### src/sv/auto_ranging_waveform_plotter_macros.svh
// Assertion macros used by the plotter's checked top level.
`ifndef AUTO_RANGING_WAVEFORM_PLOTTER_MACROS_SVH
`define AUTO_RANGING_WAVEFORM_PLOTTER_MACROS_SVH

// Consequent must hold in the same cycle as the antecedent.
`define ARWP_ASSERT_SAME(label, ante, cons, msg) \
  label: assert property (@(posedge clk) disable iff (rst) (ante) |-> (cons)) \
    else $error(msg);

// Consequent must hold in the cycle after the antecedent.
`define ARWP_ASSERT_NEXT(label, ante, cons, msg) \
  label: assert property (@(posedge clk) disable iff (rst) (ante) |=> (cons)) \
    else $error(msg);

`endif

### src/sv/arwp_pkg.sv
// Shared constants, types and register codes of the auto-ranging waveform plotter.
package arwp_pkg;

  // Screen geometry and the margin added around each sweep's range.
  localparam int SCREEN_WIDTH  = 320;
  localparam int SCREEN_HEIGHT = 240;
  localparam int RANGE_MARGIN  = 20;

  // Field widths.
  localparam int SAMPLE_W = 12;
  localparam int X_W      = 9;
  localparam int ROW_W    = 11;
  localparam int ROW_MAX  = 1023;
  localparam int COL_W    = $clog2(SCREEN_WIDTH + 1);

  // Display bounds span -20..4115, so they need two bits over a sample.
  localparam int BOUND_W  = SAMPLE_W + 2;
  localparam int SPAN_W   = BOUND_W;
  localparam int NUM_W    = BOUND_W + $clog2(SCREEN_HEIGHT + 1);
  localparam int CNT_W    = $clog2(NUM_W);

  localparam logic signed [NUM_W-1:0]   HEIGHT_S = NUM_W'(SCREEN_HEIGHT);
  localparam logic signed [BOUND_W-1:0] MARGIN_S = BOUND_W'(RANGE_MARGIN);

  // Stream widths, padded to whole bytes.
  localparam int IN_DATA_W  = ((SAMPLE_W + 7) / 8) * 8;
  localparam int OUT_DATA_W = ((2 * X_W + 2 * ROW_W + 7) / 8) * 8;
  localparam int OUT_USER_W = 2;

  // Configuration port.
  localparam int CFG_IDX_W  = 1;
  localparam int QUEUE_DEPTH = 2;

  typedef enum logic [CFG_IDX_W-1:0] {
    REG_RANGE_LOW  = 1'b0,
    REG_RANGE_HIGH = 1'b1
  } cfg_reg_t;

  // One classified item handed from the front part to the back part.
  typedef struct packed {
    logic                     draw;
    logic                     clear;
    logic [X_W-1:0]           x_end;
    logic signed [NUM_W-1:0]  num;
    logic signed [SPAN_W-1:0] span;
  } q_entry_t;

  // Restart request from a register write, with the new previous row.
  typedef struct packed {
    logic                    restart;
    logic signed [ROW_W-1:0] prev_row;
  } restart_t;

endpackage

### src/sv/arwp_queue.sv
// Two-entry queue that decouples the classifying front part from the divider.
module arwp_queue (
  input  logic              clk,
  input  logic              rst,
  input  logic              push,
  input  arwp_pkg::q_entry_t push_entry,
  output logic              full,
  input  logic              pop,
  output arwp_pkg::q_entry_t head,
  output logic              not_empty
);
  import arwp_pkg::*;

  localparam int PTR_W = $clog2(QUEUE_DEPTH);
  localparam int FILL_W = $clog2(QUEUE_DEPTH + 1);

  q_entry_t            store [QUEUE_DEPTH];
  logic [PTR_W-1:0]    wr_ptr;
  logic [PTR_W-1:0]    rd_ptr;
  logic [FILL_W-1:0]   fill;

  assign full      = (fill == FILL_W'(QUEUE_DEPTH));
  assign not_empty = (fill != '0);
  assign head      = store[rd_ptr];

  // Pointer and fill count bookkeeping.
  always_ff @(posedge clk) begin
    if (rst) begin
      wr_ptr <= '0;
      rd_ptr <= '0;
      fill   <= '0;
    end else begin
      if (push && !full) begin
        wr_ptr <= (wr_ptr == PTR_W'(QUEUE_DEPTH - 1)) ? '0 : wr_ptr + 1'b1;
      end
      if (pop && not_empty) begin
        rd_ptr <= (rd_ptr == PTR_W'(QUEUE_DEPTH - 1)) ? '0 : rd_ptr + 1'b1;
      end
      if ((push && !full) && !(pop && not_empty)) begin
        fill <= fill + 1'b1;
      end else if (!(push && !full) && (pop && not_empty)) begin
        fill <= fill - 1'b1;
      end
    end
  end

  // Entry storage.
  always_ff @(posedge clk) begin
    if (push && !full) begin
      store[wr_ptr] <= push_entry;
    end
  end

endmodule

### src/sv/arwp_front.sv
// Front part: configuration registers, sweep tracking and item classification.
module arwp_front (
  input  logic                           clk,
  input  logic                           rst,
  input  logic                           cfg_we,
  input  logic [arwp_pkg::CFG_IDX_W-1:0] cfg_index,
  input  logic [arwp_pkg::SAMPLE_W-1:0]  cfg_data,
  input  logic                           accept,
  input  logic [arwp_pkg::SAMPLE_W-1:0]  sample,
  output arwp_pkg::q_entry_t             entry,
  output arwp_pkg::restart_t             rs
);
  import arwp_pkg::*;

  logic [SAMPLE_W-1:0]       range_low;
  logic [SAMPLE_W-1:0]       range_high;
  logic [COL_W-1:0]          column;
  logic [SAMPLE_W-1:0]       sweep_min;
  logic [SAMPLE_W-1:0]       sweep_max;
  logic signed [BOUND_W-1:0] display_low;
  logic signed [BOUND_W-1:0] display_high;

  logic [SAMPLE_W-1:0]       low_next;
  logic [SAMPLE_W-1:0]       high_next;
  logic [SAMPLE_W-1:0]       min_next;
  logic [SAMPLE_W-1:0]       max_next;
  logic signed [BOUND_W-1:0] sample_s;
  logic signed [BOUND_W-1:0] diff;
  logic                      wrap;

  // Register values that a write in this cycle leaves behind.
  always_comb begin
    low_next  = range_low;
    high_next = range_high;
    if (cfg_we) begin
      unique case (cfg_reg_t'(cfg_index))
        REG_RANGE_LOW:  low_next  = cfg_data;
        REG_RANGE_HIGH: high_next = cfg_data;
      endcase
    end
    rs.restart  = cfg_we;
    rs.prev_row = (low_next > SAMPLE_W'(ROW_MAX)) ? ROW_W'(ROW_MAX) : ROW_W'(low_next);
  end

  // Classify the incoming sample and build the work for the back part.
  always_comb begin
    sample_s = $signed(BOUND_W'(sample));
    min_next = (sample < sweep_min) ? sample : sweep_min;
    max_next = (sample > sweep_max) ? sample : sweep_max;
    wrap     = (column == COL_W'(SCREEN_WIDTH));
    diff     = display_high - sample_s;

    entry.draw  = (column != '0);
    entry.clear = wrap;
    entry.x_end = X_W'(column);
    entry.num   = NUM_W'(diff) * HEIGHT_S;
    entry.span  = display_high - display_low;
  end

  // Sweep state; a register write restarts the sweep from the new bounds.
  always_ff @(posedge clk) begin
    if (rst) begin
      range_low    <= '0;
      range_high   <= '1;
      column       <= '0;
      sweep_min    <= '1;
      sweep_max    <= '0;
      display_low  <= '0;
      display_high <= $signed(BOUND_W'({SAMPLE_W{1'b1}}));
    end else if (cfg_we) begin
      range_low    <= low_next;
      range_high   <= high_next;
      column       <= '0;
      sweep_min    <= high_next;
      sweep_max    <= low_next;
      display_low  <= $signed(BOUND_W'(low_next));
      display_high <= $signed(BOUND_W'(high_next));
    end else if (accept) begin
      if (wrap) begin
        column       <= '0;
        display_low  <= $signed(BOUND_W'(min_next)) - MARGIN_S;
        display_high <= $signed(BOUND_W'(max_next)) + MARGIN_S;
        sweep_min    <= range_high;
        sweep_max    <= range_low;
      end else begin
        column    <= column + 1'b1;
        sweep_min <= min_next;
        sweep_max <= max_next;
      end
    end
  end

endmodule

### src/sv/arwp_back.sv
// Back part: serial row divider, saturation and the output register.
module arwp_back (
  input  logic                             clk,
  input  logic                             rst,
  input  arwp_pkg::q_entry_t               head,
  input  logic                             head_valid,
  output logic                             pop,
  input  arwp_pkg::restart_t               rs,
  output logic                             m_axis_tvalid,
  input  logic                             m_axis_tready,
  output logic [arwp_pkg::OUT_DATA_W-1:0]  m_axis_tdata,
  output logic [arwp_pkg::OUT_USER_W-1:0]  m_axis_tuser,
  output logic                             m_axis_tlast
);
  import arwp_pkg::*;

  typedef enum logic {
    ST_IDLE,
    ST_DIV
  } state_t;

  state_t                  state;
  logic [CNT_W-1:0]        count;
  logic [SPAN_W-1:0]       rem;
  logic [NUM_W-1:0]        quo;
  logic [SPAN_W-1:0]       dvs;
  logic                    neg;
  logic [X_W-1:0]          x_hold;
  logic                    clear_hold;
  logic signed [ROW_W-1:0] prev_row;

  logic [X_W-1:0]          x_start_r;
  logic [X_W-1:0]          x_end_r;
  logic signed [ROW_W-1:0] y_start_r;
  logic signed [ROW_W-1:0] y_end_r;
  logic                    draw_r;
  logic                    err_r;
  logic                    clear_r;

  logic                    slot_free;
  logic [NUM_W-1:0]        num_mag;
  logic [SPAN_W-1:0]       span_mag;
  logic [SPAN_W:0]         shifted;
  logic [SPAN_W:0]         trial;
  logic [SPAN_W-1:0]       rem_next;
  logic [NUM_W-1:0]        quo_next;
  logic                    last;
  logic signed [ROW_W-1:0] row_calc;

  assign m_axis_tdata = OUT_DATA_W'({y_end_r, x_end_r, y_start_r, x_start_r});
  assign m_axis_tuser = {err_r, draw_r};
  assign m_axis_tlast = clear_r;

  // Handshake with the queue and the magnitudes of the new operands.
  always_comb begin
    slot_free = !m_axis_tvalid || m_axis_tready;
    pop       = (state == ST_IDLE) && head_valid && slot_free;
    num_mag   = head.num[NUM_W-1] ? NUM_W'(-head.num) : NUM_W'(head.num);
    span_mag  = head.span[SPAN_W-1] ? SPAN_W'(-head.span) : SPAN_W'(head.span);
  end

  // One restoring division step per cycle, then sign and saturation.
  always_comb begin
    shifted  = {rem, quo[NUM_W-1]};
    trial    = shifted - {1'b0, dvs};
    rem_next = trial[SPAN_W] ? shifted[SPAN_W-1:0] : trial[SPAN_W-1:0];
    quo_next = {quo[NUM_W-2:0], ~trial[SPAN_W]};
    last     = (count == CNT_W'(NUM_W - 1));
    if (neg) begin
      row_calc = (quo_next > NUM_W'(ROW_MAX + 1)) ? -ROW_W'(ROW_MAX + 1)
                                                  : -ROW_W'(quo_next);
    end else begin
      row_calc = (quo_next > NUM_W'(ROW_MAX)) ? ROW_W'(ROW_MAX) : ROW_W'(quo_next);
    end
  end

  // Sequencer, divider registers and output register.
  always_ff @(posedge clk) begin
    if (rst) begin
      state         <= ST_IDLE;
      m_axis_tvalid <= 1'b0;
      prev_row      <= '0;
    end else begin
      if (m_axis_tvalid && m_axis_tready) begin
        m_axis_tvalid <= 1'b0;
      end
      if (rs.restart) begin
        prev_row <= rs.prev_row;
      end
      unique case (state)
        ST_IDLE: begin
          if (pop) begin
            if (!head.draw) begin
              // First column of a sweep: nothing drawn.
              m_axis_tvalid <= 1'b1;
              draw_r        <= 1'b0;
              err_r         <= 1'b0;
              clear_r       <= head.clear;
              x_start_r     <= '0;
              x_end_r       <= '0;
              y_start_r     <= '0;
              y_end_r       <= '0;
            end else if (head.span == '0) begin
              // Empty display range: row forced to zero and flagged.
              m_axis_tvalid <= 1'b1;
              draw_r        <= 1'b1;
              err_r         <= 1'b1;
              clear_r       <= head.clear;
              x_start_r     <= head.x_end - 1'b1;
              x_end_r       <= head.x_end;
              y_start_r     <= prev_row;
              y_end_r       <= '0;
              prev_row      <= '0;
            end else begin
              rem        <= '0;
              quo        <= num_mag;
              dvs        <= span_mag;
              neg        <= head.num[NUM_W-1] ^ head.span[SPAN_W-1];
              x_hold     <= head.x_end;
              clear_hold <= head.clear;
              count      <= '0;
              state      <= ST_DIV;
            end
          end
        end
        ST_DIV: begin
          rem   <= rem_next;
          quo   <= quo_next;
          count <= count + 1'b1;
          if (last) begin
            m_axis_tvalid <= 1'b1;
            draw_r        <= 1'b1;
            err_r         <= 1'b0;
            clear_r       <= clear_hold;
            x_start_r     <= x_hold - 1'b1;
            x_end_r       <= x_hold;
            y_start_r     <= prev_row;
            y_end_r       <= row_calc;
            prev_row      <= row_calc;
            state         <= ST_IDLE;
          end
        end
      endcase
    end
  end

endmodule

### src/sv/auto_ranging_waveform_plotter.sv
// Top level of the auto-ranging waveform plotter.
// Each accepted sample yields one result item: a line segment from the previous
// point to the new column, scaled into 240 rows by the range that the previous
// sweep left (its minimum and maximum widened by 20), with a screen clear on the
// last segment of a 320-column sweep. The front part takes a sample
// whenever its two-entry queue has room. The back part sets the rate:
// a segment that needs scaling is loaded into the serial divider, which
// retires one quotient bit per cycle, while the first column of a sweep
// and an empty display range are answered directly. A register write restarts
// the sweep at once and should only be issued while the block is idle.
`include "auto_ranging_waveform_plotter_macros.svh"

module auto_ranging_waveform_plotter (
  input  logic                             clk,
  input  logic                             rst,
  // Configuration write port.
  input  logic                             cfg_we,
  input  logic [arwp_pkg::CFG_IDX_W-1:0]   cfg_index,
  input  logic [arwp_pkg::SAMPLE_W-1:0]    cfg_data,
  // Sample stream.
  input  logic                             s_axis_tvalid,
  output logic                             s_axis_tready,
  input  logic [arwp_pkg::IN_DATA_W-1:0]   s_axis_tdata,  // sample
  // Segment stream.
  output logic                             m_axis_tvalid,
  input  logic                             m_axis_tready,
  output logic [arwp_pkg::OUT_DATA_W-1:0]  m_axis_tdata,  // x_start, y_start, x_end, y_end
  output logic [arwp_pkg::OUT_USER_W-1:0]  m_axis_tuser,  // draw_valid, range_error
  output logic                             m_axis_tlast   // clear_screen
);
  import arwp_pkg::*;

  logic     accept;
  logic     q_full;
  logic     q_pop;
  logic     q_not_empty;
  q_entry_t entry;
  q_entry_t head;
  restart_t rs;

  assign s_axis_tready = !q_full;
  assign accept        = s_axis_tvalid && s_axis_tready;

  // Front part: register file and sweep tracking.
  arwp_front u_front (
    .clk       (clk),
    .rst       (rst),
    .cfg_we    (cfg_we),
    .cfg_index (cfg_index),
    .cfg_data  (cfg_data),
    .accept    (accept),
    .sample    (s_axis_tdata[SAMPLE_W-1:0]),
    .entry     (entry),
    .rs        (rs)
  );

  // Queue between the two parts.
  arwp_queue u_queue (
    .clk        (clk),
    .rst        (rst),
    .push       (accept),
    .push_entry (entry),
    .full       (q_full),
    .pop        (q_pop),
    .head       (head),
    .not_empty  (q_not_empty)
  );

  // Back part: row divider and output register.
  arwp_back u_back (
    .clk           (clk),
    .rst           (rst),
    .head          (head),
    .head_valid    (q_not_empty),
    .pop           (q_pop),
    .rs            (rs),
    .m_axis_tvalid (m_axis_tvalid),
    .m_axis_tready (m_axis_tready),
    .m_axis_tdata  (m_axis_tdata),
    .m_axis_tuser  (m_axis_tuser),
    .m_axis_tlast  (m_axis_tlast)
  );

  // A sweep always ends on the last column of the screen.
  `ARWP_ASSERT_SAME(a_clear_on_last_column, m_axis_tvalid && m_axis_tlast && m_axis_tuser[0], m_axis_tdata[2*X_W+ROW_W-1:X_W+ROW_W] == X_W'(SCREEN_WIDTH), "clear_screen away from the last column")
  // An empty display range forces the new row to zero.
  `ARWP_ASSERT_SAME(a_error_row_zero, m_axis_tvalid && m_axis_tuser[1], m_axis_tuser[0] && (m_axis_tdata[2*X_W+2*ROW_W-1:2*X_W+ROW_W] == '0), "range_error with a non-zero row")
  // A result without a segment carries no coordinates.
  `ARWP_ASSERT_SAME(a_no_draw_zero, m_axis_tvalid && !m_axis_tuser[0], (m_axis_tdata == '0) && !m_axis_tuser[1], "coordinates on an undrawn result")
  // The first column of a sweep is answered in the very next cycle.
  `ARWP_ASSERT_NEXT(a_first_column_fast, q_pop && !head.draw, m_axis_tvalid && !m_axis_tuser[0], "first column result not presented")

endmodule
### config.mk
export PLATFORM = sky130hd
export DESIGN_NAME = auto_ranging_waveform_plotter
export DESIGN_NICKNAME = d
export VERILOG_FILES = /design/src/sv/arwp_pkg.sv /design/src/sv/arwp_queue.sv /design/src/sv/arwp_front.sv /design/src/sv/arwp_back.sv /design/src/sv/auto_ranging_waveform_plotter.sv
export VERILOG_INCLUDE_DIRS = /design/src /design/src/sv
export SDC_FILE = /design/constraint.sdc
export NUM_CORES = 1
export LEC_CHECK = 0
export ABC_CLOCK_PERIOD_IN_PS = 4920
export BUFFER_PORTS_ARGS = -buffer_cell sky130_fd_sc_hd__buf_2
export CORE_ASPECT_RATIO = 1.5
export CORE_MARGIN = 2
export CORE_UTILIZATION = 43
export DETAILED_ROUTE_END_ITERATION = 16
export HOLD_SLACK_MARGIN = 0.12
export PLACE_DENSITY_LB_ADDON = 0.3
export RECOVER_POWER = 25
export SLEW_MARGIN = 10
export SYNTH_ARGS = -nofsm -noshare
export SYNTH_HDL_FRONTEND = slang
export SYNTH_HIERARCHICAL = 1
export SYNTH_SLANG_ARGS = --single-unit
### constraint.sdc
create_clock -name clk -period 4.92 [get_ports clk]
set_input_delay 0.246 -clock clk [delete_from_list [all_inputs] [get_ports clk]]
set_output_delay 0.246 -clock clk [all_outputs]
set_load 0.01 [all_outputs]
==> results.json <==
{
  "num_antenna_cells": 0,
  "synth-simple-area-share_pct": 13.7,
  "grt_util_all_layers_pct": 20.7,
  "netlist_area_um2": 18500,
  "wirelength_um": 47400,
  "port_buffers": 74,
  "viasPerCell": 5.54,
  "drv_slew": 0,
  "io_pins": 79,
  "hpwl_um": 34700,
  "tns_ns": -0.146,
  "fmax_mhz": 201,
  "post-place-ws_ns": -0.504,
  "nNetsFinal": 2165,
  "syn_area_per_cell_um2": 9.82,
  "syn_inst": 1880,
  "startpoint_type": "register",
  "p_leak_uw": 0.00836,
  "synthMuxAreaShare_pct": 6.88,
  "synth_area_leader_cell": "edfxtp_1",
  "die_x_um": 173,
  "synth_top_family_by_area": "compound AO/OA/AOI/OAI gates",
  "crit_arrival_ns": 5.29,
  "met1_length_um": 18400,
  "grt_max_degree": 64,
  "yosys-top-cells-count": "203 x edfxtp_1, 165 x nand2_1, 159 x nor2_1",
  "numClockSinks": 304,
  "clock_skew_ns": 0.0374,
  "cts_buffers": 30,
  "drc": 0,
  "ir_worst_vdd_uv": 439,
  "place_inst": 2519,
  "max_slew.worst_pin.slew_ns": 1.09,
  "cp_num_buf_inv": 5,
  "violations": "negative setup slack",
  "cp-end-kind": "register",
  "setup_viol": 4,
  "clockPowerShare_pct": 19.0,
  "globalRouteOverflowTotal": 0,
  "period_share_pct": 101,
  "die-area_um2": 44700,
  "num_vias": 14400,
  "netlist_top_cells_area": "edfxtp_1 33%, dfxtp_1 11%, ha_1 7.3%",
  "slowest_delay_ns": 0.48,
  "status": "finished, violations left",
  "max-cap-violations": 0,
  "internal_power_uw": 7880,
  "drt_iter0_drc": 1022,
  "synth_fa_ha_area_share_pct": 9.74,
  "hp-class": "in -> reg",
  "grt_pass1_wl_um": 74500,
  "wl_per_cell_um": 18.3,
  "finish.utilization_pct": 49.7,
  "yosysMostFrequentCell": "edfxtp_1",
  "crit_slowest_cell": "fa_1",
  "timing.final.crit_period_ns": 4.97,
  "met3_length_um": 2290,
  "yosysWarnings": 6,
  "yosysSeqAreaShare_pct": 44.0,
  "cts_tree": "yes",
  "instances_no_fill": 2595,
  "synth_edf_count": 203,
  "critPathMaxFanout": 4,
  "relSlewSlack_pct": 27.6,
  "rsz0062_at_grt": "yes",
  "final_hold_viol_count": 0,
  "drive_gt1_share_pct": 17.1,
  "holdWs_ns": 0.156,
  "synth-compound-area-share_pct": 14.4,
  "grt_pass1_vias": 14200,
  "p_seq_share_pct": 32.3,
  "antenna_found_initial": 0,
  "fin_ws_ns": -0.0463,
  "synth_cell_type_count": 83,
  "start_util_pct": 43.2,
  "ys.flop_type": "edfxtp_1",
  "ys_ff_latch": 304,
  "syn_to_final_growth_pct": 15.0,
  "clock-root-buffer": "clkbuf_16",
  "wl_met2_um": 23700,
  "critPathTopFamily": "adder cells",
  "required_ns": 5.24,
  "cp_cell_sequence": "inv_2 -> ha_4 -> inv_2 -> fa_2 -> a21oi_4 -> o21ai_2 -> a2111oi_4 -> nor2_1 -> nor2_1 -> nor2_1 -> ha_1 -> inv_2 -> fa_2 -> fa_1 -> inv_1 -> ha_2 -> buf_4 -> nor4_4 -> o211ai_1 -> a31oi_2 -> nor2b_1 -> o21ai_1 -> nor2b_4 -> xnor2_2",
  "clock_latency_ns": 0.61,
  "pwr-share-comb_pct": 48.6,
  "synth_top_area_share_pct": 33.0,
  "synth_xor_area_share_pct": 5.88,
  "cts.clk_slew.worst_paths_ns": 0.07,
  "htreeDepth": 1,
  "ant_nets": 0,
  "path_class": "reg -> reg",
  "dr.pass1.iters": 5,
  "dr.max_layer_used": "met4",
  "core_um2": 42700,
  "globalplace.congestion": 0.963,
  "clk_path_buf_depth": 3,
  "power_density_nw_per_um2": 596,
  "p_sw_uw": 4770,
  "p_sw_share_pct": 37.7,
  "async_reset_ff_share_pct": 0,
  "die_h_um": 258,
  "fp-row-count": 93
}
[per-stage QoR]
stage,area (um^2),total power (uW)
global placement,19800,9700
global route,21200,13500
detailed placement,19800,9860
finish,21200,12700
floorplan,18500,8240
CTS,21100,12400
[logic make-up after synthesis]
kind of cell / after synthesis
and+or+nand+nor: 542
AOI/OAI and AO/OA: 414
DFF: 304
buffers and inverters: 246
adders and majority gates: 130
xor gates and xnor gates: 124
muxes: 119
other: 1
[worst min-delay path: stages]
cell    delay, ns
buf_2        0.11
buf_4        0.23
nor2_1       0.13
[power by group through the flow]
stage / sequential (uW) / combinational [uW] / clock (uW)
after global placement: 4120 / 5580 / 0
after floorplan: 4070 / 4170 / 0
after CTS: 4090 / 5830 / 2460
after detailed placement: 4140 / 5710 / 0
final: 4090 / 6150 / 2410
after global routing: 4150 / 6840 / 2550
[sequential cells by signal, summed over array words and instances, names as in the netlist, 9 cells and up, named ones only]
signal and flops:
u_front/display_high 13, u_front/column 9, u_back/y_end_r 11, u_back/y_start_r 11
u_back/prev_row 11, u_front/sweep_max 12, u_back/dvs 14, u_back/rem 14
u_back/x_start_r 9, u_back/x_end_r 9, u_queue/store 94, u_front/sweep_min 12
u_back/quo 22, u_front/range_high 12, u_front/range_low 12, u_back/x_hold 9
u_front/display_low 13
[per-layer routing]
layer	GRT usage (%)	up-vias
met3	1.90	134
met4	12.2	0
li1	-	6954
met2	37.3	446
met5	0	-
met1	23.8	6847
[worst paths after layout]
kind	depth (start not counted)	from	end	slack (ns)
max	24	u_front/display_high[0]	u_queue/store[0][33]	-0.05
min	3	rst	u_front/range_low[5]	0.16
max reg2reg	24	u_front/display_high[0]	u_queue/store[0][33]	-0.05
min reg2reg	2	u_front/display_low[12]	u_front/display_low[12]	0.47
[what timing repair did]
action	4_1_cts	5_1_grt
endpoints found under the hold margin	38	0
cloned	0	0
resized for setup	20	24
endpoints found under the setup margin	10	10
setup buffers	5	2
pin swaps	21	31
hold buffers	14	0
[cell usage in the layout, fill, tap and decap left out, drive strengths merged, types with 8 or more instances in the layout]
cell | synthesis | routed
edfxtp | 203 | 203
nand2 | 165 | 165
nor2 | 161 | 161
inv | 158 | 160
buf | 33 | 157
o21ai | 113 | 113
a21oi | 108 | 108
ha | 107 | 107
dfxtp | 101 | 101
xnor2 | 75 | 75
mux2 | 64 | 64
mux2i | 55 | 55
nand3 | 49 | 49
xor2 | 49 | 49
nor3 | 39 | 39
clkbuf | 53 | 38
nor2b | 30 | 30
fa | 23 | 23
o22ai | 20 | 20
o31ai | 17 | 17
a31oi | 17 | 17
o211ai | 16 | 16
or3 | 15 | 15
dlygate4sd3 | 0 | 14
a21o | 14 | 14
nand2b | 14 | 14
a211oi | 14 | 14
nand4 | 12 | 12
nor4 | 12 | 12
clkinv | 2 | 12
and3 | 9 | 9
a211o | 9 | 9
o41ai | 9 | 9
or4 | 9 | 9
or2 | 8 | 8
a22o | 8 | 8
a22oi | 8 | 8
[layout make-up]
type                            instances  area [um^2]
Sequential cell                       304         8120
Fill cell                            3909        21500
Tap cell                              570          713
Clock inverter                         18          214
Multi-Input combinational cell       1334         9620
Inverter                              160          601
Clock buffer                           38          832
Timing Repair Buffer                  171         1140
No activity file was read; power rests on OpenSTA's default activity.
